$ cat src/design/idr_pkg.sv
// Package for the 64-bit signed/unsigned divide-remainder block.
// Holds the data width, opcode and state encodings, and controller/datapath structs.
// No dependencies.
`timescale 1ns / 1ps

package idr_pkg;

  localparam int DATA_W = 64;
  localparam int CNT_W  = $clog2(DATA_W);

  typedef enum logic [1:0] {
    OP_UQUOT = 2'd0,
    OP_UREM  = 2'd1,
    OP_SQUOT = 2'd2,
    OP_SREM  = 2'd3
  } op_t;

  typedef enum logic [1:0] {
    ST_IDLE,
    ST_RUN,
    ST_FIN
  } state_t;

  typedef struct packed {
    logic load;
    logic step;
    logic finish;
  } cmd_t;

  typedef struct packed {
    logic last;
  } status_t;

endpackage

$ cat src/design/int64_divide_remainder_top.sv
// Top level of the 64-bit divide-remainder block.
// Joins idr_ctrl and idr_dpath; depends on idr_pkg.
//
// Usage:
//   Input channel (in_valid / in_stall) carries op, dividend and divisor.
//   op selects unsigned quotient, unsigned remainder, signed quotient or
//   signed remainder. A zero divisor returns 0 in every mode; the most
//   negative value over minus one returns the most negative value as a
//   signed quotient and 0 as a signed remainder. Output channel
//   (out_valid / out_stall) carries one result per transaction.
//   Each transaction takes DATA_W = 64 iterations of the shared
//   shift-subtract unit, then a fix-up state that negates and registers
//   the result. in_stall is low only while the controller is idle, so a
//   new input is taken only after the previous one leaves the fix-up state.
//   A finished result sits in the output register while the next input is
//   accepted and iterated. If the receiver still stalls when the next result
//   is ready, the block holds in its fix-up state until the register frees.
//   Reset (rst, synchronous, active high) returns to idle and drops any
//   pending result.
`timescale 1ns / 1ps

module int64_divide_remainder_top (
  input  logic        clk,
  input  logic        rst,
  input  logic        in_valid,
  output logic        in_stall,
  input  logic [1:0]  op,
  input  logic [63:0] dividend,
  input  logic [63:0] divisor,
  output logic        out_valid,
  input  logic        out_stall,
  output logic [63:0] result
);

  idr_pkg::cmd_t                 cmd;
  idr_pkg::status_t              status;
  logic [idr_pkg::DATA_W-1:0]    res_w;

  idr_ctrl u_ctrl (
    .clk       (clk),
    .rst       (rst),
    .in_valid  (in_valid),
    .in_stall  (in_stall),
    .out_valid (out_valid),
    .out_stall (out_stall),
    .status    (status),
    .cmd       (cmd)
  );

  idr_dpath u_dpath (
    .clk      (clk),
    .cmd      (cmd),
    .status   (status),
    .op       (op),
    .dividend (dividend[idr_pkg::DATA_W-1:0]),
    .divisor  (divisor[idr_pkg::DATA_W-1:0]),
    .result   (res_w)
  );

  assign result = 64'(res_w);

endmodule

$ cat src/design/idr_ctrl.sv
// Controller state machine for the divide-remainder block.
// Sequences load, iteration and result write; owns the output valid flag.
// Depends on idr_pkg.
`timescale 1ns / 1ps

module idr_ctrl (
  input  logic             clk,
  input  logic             rst,
  input  logic             in_valid,
  output logic             in_stall,
  output logic             out_valid,
  input  logic             out_stall,
  input  idr_pkg::status_t status,
  output idr_pkg::cmd_t    cmd
);

  idr_pkg::state_t state;
  idr_pkg::state_t state_next;
  logic            out_valid_next;

  always_ff @(posedge clk) begin
    if (rst) begin
      state     <= idr_pkg::ST_IDLE;
      out_valid <= 1'b0;
    end else begin
      state     <= state_next;
      out_valid <= out_valid_next;
    end
  end

  always_comb begin
    state_next     = state;
    out_valid_next = out_valid;
    cmd            = '0;
    in_stall       = 1'b1;
    if (out_valid && !out_stall) begin
      out_valid_next = 1'b0;
    end
    unique case (state)
      idr_pkg::ST_IDLE: begin
        in_stall = 1'b0;
        if (in_valid) begin
          cmd.load   = 1'b1;
          state_next = idr_pkg::ST_RUN;
        end
      end
      idr_pkg::ST_RUN: begin
        cmd.step = 1'b1;
        if (status.last) begin
          state_next = idr_pkg::ST_FIN;
        end
      end
      idr_pkg::ST_FIN: begin
        if (!out_valid || !out_stall) begin
          cmd.finish     = 1'b1;
          out_valid_next = 1'b1;
          state_next     = idr_pkg::ST_IDLE;
        end
      end
      default: begin
        state_next = idr_pkg::ST_IDLE;
      end
    endcase
  end

endmodule

$ cat src/design/idr_dpath.sv
// Datapath for the divide-remainder block: sign handling, restoring
// shift-subtract iteration, result fix-up and output register.
// Depends on idr_pkg.
`timescale 1ns / 1ps

module idr_dpath (
  input  logic                       clk,
  input  idr_pkg::cmd_t              cmd,
  output idr_pkg::status_t           status,
  input  logic [1:0]                 op,
  input  logic [idr_pkg::DATA_W-1:0] dividend,
  input  logic [idr_pkg::DATA_W-1:0] divisor,
  output logic [idr_pkg::DATA_W-1:0] result
);

  localparam int W = idr_pkg::DATA_W;

  logic [W-1:0]              rem;
  logic [W-1:0]              quot;
  logic [W-1:0]              den;
  logic [idr_pkg::CNT_W-1:0] cnt;
  logic                      want_rem;
  logic                      neg_q;
  logic                      neg_r;
  logic                      zero_b;

  logic         is_signed;
  logic         neg_a;
  logic         neg_b;
  logic [W-1:0] mag_a;
  logic [W-1:0] mag_b;
  logic [W-1:0] shifted;
  logic [W:0]   diff;
  logic         take;
  logic [W-1:0] sel;
  logic         neg_sel;

  always_comb begin
    is_signed = (op == idr_pkg::OP_SQUOT) || (op == idr_pkg::OP_SREM);
    neg_a     = is_signed && dividend[W-1];
    neg_b     = is_signed && divisor[W-1];
    mag_a     = neg_a ? (W'(0) - dividend) : dividend;
    mag_b     = neg_b ? (W'(0) - divisor) : divisor;
    shifted   = {rem[W-2:0], quot[W-1]};
    diff      = {1'b0, shifted} - {1'b0, den};
    take      = rem[W-1] || !diff[W];
    sel       = want_rem ? rem : quot;
    neg_sel   = want_rem ? neg_r : neg_q;
  end

  assign status.last = (cnt == idr_pkg::CNT_W'(W - 1));

  always_ff @(posedge clk) begin
    if (cmd.load) begin
      quot     <= mag_a;
      den      <= mag_b;
      rem      <= '0;
      cnt      <= '0;
      want_rem <= (op == idr_pkg::OP_UREM) || (op == idr_pkg::OP_SREM);
      neg_q    <= neg_a ^ neg_b;
      neg_r    <= neg_a;
      zero_b   <= (divisor == '0);
    end else if (cmd.step) begin
      rem  <= take ? diff[W-1:0] : shifted;
      quot <= {quot[W-2:0], take};
      cnt  <= cnt + 1'b1;
    end
    if (cmd.finish) begin
      result <= zero_b ? '0 : (neg_sel ? (W'(0) - sel) : sel);
    end
  end

endmodule

$ cat config.mk
export PLATFORM = sky130hd
export DESIGN_NAME = int64_divide_remainder_top
export DESIGN_NICKNAME = d
export VERILOG_FILES = /design/src/design/idr_pkg.sv /design/src/design/int64_divide_remainder_top.sv /design/src/design/idr_ctrl.sv /design/src/design/idr_dpath.sv
export SDC_FILE = /design/constraint.sdc
export NUM_CORES = 1
export LEC_CHECK = 0
export BUFFER_PORTS_ARGS = -buffer_cell sky130_fd_sc_hd__buf_2
export CORE_ASPECT_RATIO = 0.9
export CORE_UTILIZATION = 40
export DETAILED_ROUTE_END_ITERATION = 7
export GPL_ROUTABILITY_DRIVEN = 0
export PLACE_DENSITY = 0.61
export SYNTH_ARGS = -nofsm -noshare
export SYNTH_HDL_FRONTEND = slang
export SYNTH_SLANG_ARGS = --single-unit
$ cat constraint.sdc
create_clock -name clk -period 5.5 [get_ports clk]
set_input_delay 0.55 -clock clk [delete_from_list [all_inputs] [get_ports clk]]
set_output_delay 0.55 -clock clk [all_outputs]
set_load 0.03 [all_outputs]
==> qor.csv <==
stage,metric,value,unit
status,outcome,finished clean,
cts,post_cts_resized,0,
synth,synth.distinct_cells,72,
worst_setup_path,path_cells,buf_12 > buf_4 > a21oi_1 > nor4b_2 > nand3_2 > or3b_4 > nor3_4 > and4b_1 > a31oi_1 > xor2_1 > nor2_1,
final_layout,fin_cells,2991,
die,boundaryPins,200,
placement,io_buffers,199,
min_path,min_path_type,in -> reg,
power_and_ir_drop,seqPwrFrac,34.5,%
die,die-area,48200,um2
drt,dr.pass1.iters,6,
synth,syn_area_per_cell,8.53,um2
worst_setup_path,reg2reg_slack,1330,ps
die,die_y,208,um
worst_setup_path,path_max_fanout,67,
worst_setup_path,r2r.worst_path.cells,11,
sta,worstMarginPinSlew,1180,ps
cts,clkSlewWorstSetupHoldPaths,60,ps
drt,vias_per_cell,5.63,
placement,dp_hpwl,42600,um
power_and_ir_drop,switching_share,39.6,%
worst_setup_path,endpoint_kind,flop,
cts,clock-sinks,269,
worst_setup_path,timing.rr.end,u_dpath.result[63],
power_and_ir_drop,p_int,5.22,mW
cts,cts_hold_buffers,0,
power_and_ir_drop,p_leak,8.67,nW
power_and_ir_drop,combPwrFrac,40.3,%
synth,synth-seq-cells,269,
cts,cts_buffers,30,
power_and_ir_drop,p_clk_share,25.1,%
grt,use_met3,2.59,%
synth,syn_area,18900,um2
worst_setup_path,path_buf_inv,2,
worst_setup_path,cp_data_required_time,5800,ps
grt,grt_most_used_layer,met2,
min_path,holdPathStages,2,
grt,grt_max_degree,88,
grt,met2_usage,40.3,%
worst_setup_path,cpPeakStageDelay,780,ps
drt,drc,0,
die,core_area,46600,um2
sta,fin_crit_sh,75.8,%
final_layout,antenna_cells,0,
final_layout,area_delta_synth_final,13.6,%
power_and_ir_drop,ir_drop,0.277,mV
worst_setup_path,critPathTopFamily,simple AND/OR/NAND/NOR gates,
worst_setup_path,startpoint_type,flop,
drt,via_count,16800,
flow_run,maxCapViolations,0,
cts,cts_max_level,1,
sta,slew_headroom,20.7,%
power_and_ir_drop,p_total,8.65,mW
grt,met1_usage,27.5,%
sta,setup_violations,0,
min_path,hold_end,u_ctrl.state[1],
synth,async_flop_share,0,%
min_path,worstHoldStart,rst,
die,die_x,231,um
power_and_ir_drop,p_sw,3.43,mW
synth,syn_inst,2219,
drt,drt-initial-drc-count,1437,
grt,grt-ovfl-total,0,
worst_setup_path,cp.arrival,4470,ps
worst_setup_path,crit_type,reg -> reg,
cts,clk_latency,580,ps
final_layout,final_cell_mix,"245 x nor2_1, 227 x nand2_1, 213 x o21ai_0, 199 x a21oi_1, 199 x buf_2",
drt,ant_nets,0,
sta,hold_violations,0,
sta,rsz0062_at_grt,false,
cts,cts_tree,yes,
drt,routed_wl,55300,um
cts,clock_path_buffers,3,
worst_setup_path,timing.rr.start,u_dpath.want_rem,
sta,post-route-min-period,4170,ps
synth,yosysSeqAreaShare,38.8,%
cts,root_buffer,clkbuf_16,
die,row_count,75,
sta,slew_violations,0,
grt,grt_pass1_wl,86500,um
final_layout,layout.nets,2554,
power_and_ir_drop,power_density,402,nW/um2
synth,synth_edf_count,196,
grt,antenna_found_initial,0,
synth,postSynthNetCount,2422,
sta,setup_tns,0,ps
worst_setup_path,slowest_stage,edfxtp_1,
grt,grt_pass1_vias,16200,
synth,synth_warnings,0,
sta,skew,29.5,ps
final_layout,drive_above_1_share,12.6,%
final_layout,mostFrequentLayoutCell,nor2_1,
cts,post_cts_buffers,0,
synth,synth_ff_type,edfxtp_1,
sta,clock.fmax,240,MHz
die,start_util,40.6,%
grt,track_usage,22.4,%
drt,wl_per_cell,18.5,um
placement,placed_cells,2935,
-- metal layers --
metal	vias to the layer above	part of all wire, %
met5	-	0
met4	0	3.5
met3	117	4.5
met2	512	50
met1	8016	42
li1	8187	-
-- final cells by class --
cell class | count | area, um2
clock buffers | 38 | 885
clock inverters | 18 | 196
fillers | 4576 | 25100
inverters | 111 | 418
multi-input cells | 1725 | 10800
flip-flops and latches | 269 | 7350
well taps | 616 | 771
repair buffers | 214 | 1130
-- power groups by stage --
| stage | Clock [mW] | Sequential [mW] | Combinational (mW) |
|---|---|---|---|
| finish | 2.17 | 2.99 | 3.49 |
| global route | 2.30 | 3.01 | 3.91 |
| CTS | 2.22 | 2.98 | 3.46 |
| detailed placement | 0 | 3.02 | 3.44 |
| global placement | 0 | 3.02 | 3.40 |
| floorplan | 0 | 2.80 | 2.68 |
-- cell families (layout without fill, tap and decap cells) --
family | count (synthesis) | in the layout | synth area share, %
multiplexers | 76 | 76 | 4.07
adder cells (fa/ha/maj) | 69 | 69 | 4.60
AND/OR/NAND/NOR | 736 | 736 | 18.0
buffers and inverters | 225 | 381 | 4.64
flip-flops | 269 | 269 | 38.8
XOR/XNOR | 243 | 243 | 11.2
AO/OA/AOI/OAI | 601 | 601 | 18.6
-- Yosys cell counts, drive strengths merged, types with 9 or more instances --
| library cell | n | area share (%) |
|---|---|---|
| o21ai | 215 | 5.7 |
| nor2 | 246 | 4.9 |
| xnor2 | 112 | 5.2 |
| o21bai | 12 | 0.48 |
| a32oi | 11 | 0.51 |
| or3 | 10 | 0.33 |
| o41ai | 12 | 0.55 |
| nor3 | 85 | 2.5 |
| edfxtp | 196 | 31 |
| mux2i | 71 | 3.8 |
| ha | 68 | 4.5 |
| a31oi | 25 | 0.83 |
| and3 | 16 | 0.53 |
| nand4 | 32 | 1.1 |
| nor4 | 18 | 0.59 |
| a21oi | 200 | 5.3 |
| o31ai | 31 | 1.2 |
| a21o | 35 | 1.4 |
| o21a | 9 | 0.36 |
| clkbuf | 92 | 1.8 |
| nor2b | 11 | 0.36 |
| and2 | 9 | 0.30 |
| dfxtp | 73 | 7.7 |
| a22o | 11 | 0.51 |
| nand3 | 20 | 0.55 |
| buf | 22 | 0.61 |
| inv | 110 | 2.2 |
| xor2 | 131 | 6.1 |
| nand2 | 229 | 4.5 |
| nand2b | 16 | 0.53 |
| or4 | 10 | 0.42 |
-- through the flow --
step           area (um2)  hold WS, ps  util [%]  setup WS (ps)
2_1_floorplan       18900          453         -            911
3_3_place_gp        20400          465      43.8           1440
3_5_place_dp        20400          483      43.8           1360
4_1_cts             21500          137      46.1           1370
5_1_grt             21500          159      46.1           1010
6_report            21500          163      46.1           1330
-- state kept, by name (all words and copies together), names as in the netlist --
name / count
u_dpath.cnt: 6
u_dpath.neg_r: 1
u_ctrl.out_valid: 1
u_dpath.den: 64
u_dpath.want_rem: 1
u_ctrl.state: 2
u_dpath.quot: 64
u_dpath.rem: 64
u_dpath.neg_q: 1
u_dpath.result: 64
u_dpath.zero_b: 1
-- how the worst max path moves through the flow --
stage	startpoint	to	slack [ps]	cells after the start
2_1_floorplan	u_dpath.want_rem	u_dpath.result[62]	910	21
3_3_place_gp	u_dpath.want_rem	u_dpath.result[63]	1440	12
3_5_place_dp	u_dpath.want_rem	u_dpath.result[57]	1360	12
4_1_cts	u_dpath.want_rem	u_dpath.result[57]	1370	12
5_1_grt	u_dpath.want_rem	u_dpath.result[61]	1010	12
6_report	u_dpath.want_rem	u_dpath.result[63]	1330	11
Power figures use the tool's default switching activity.
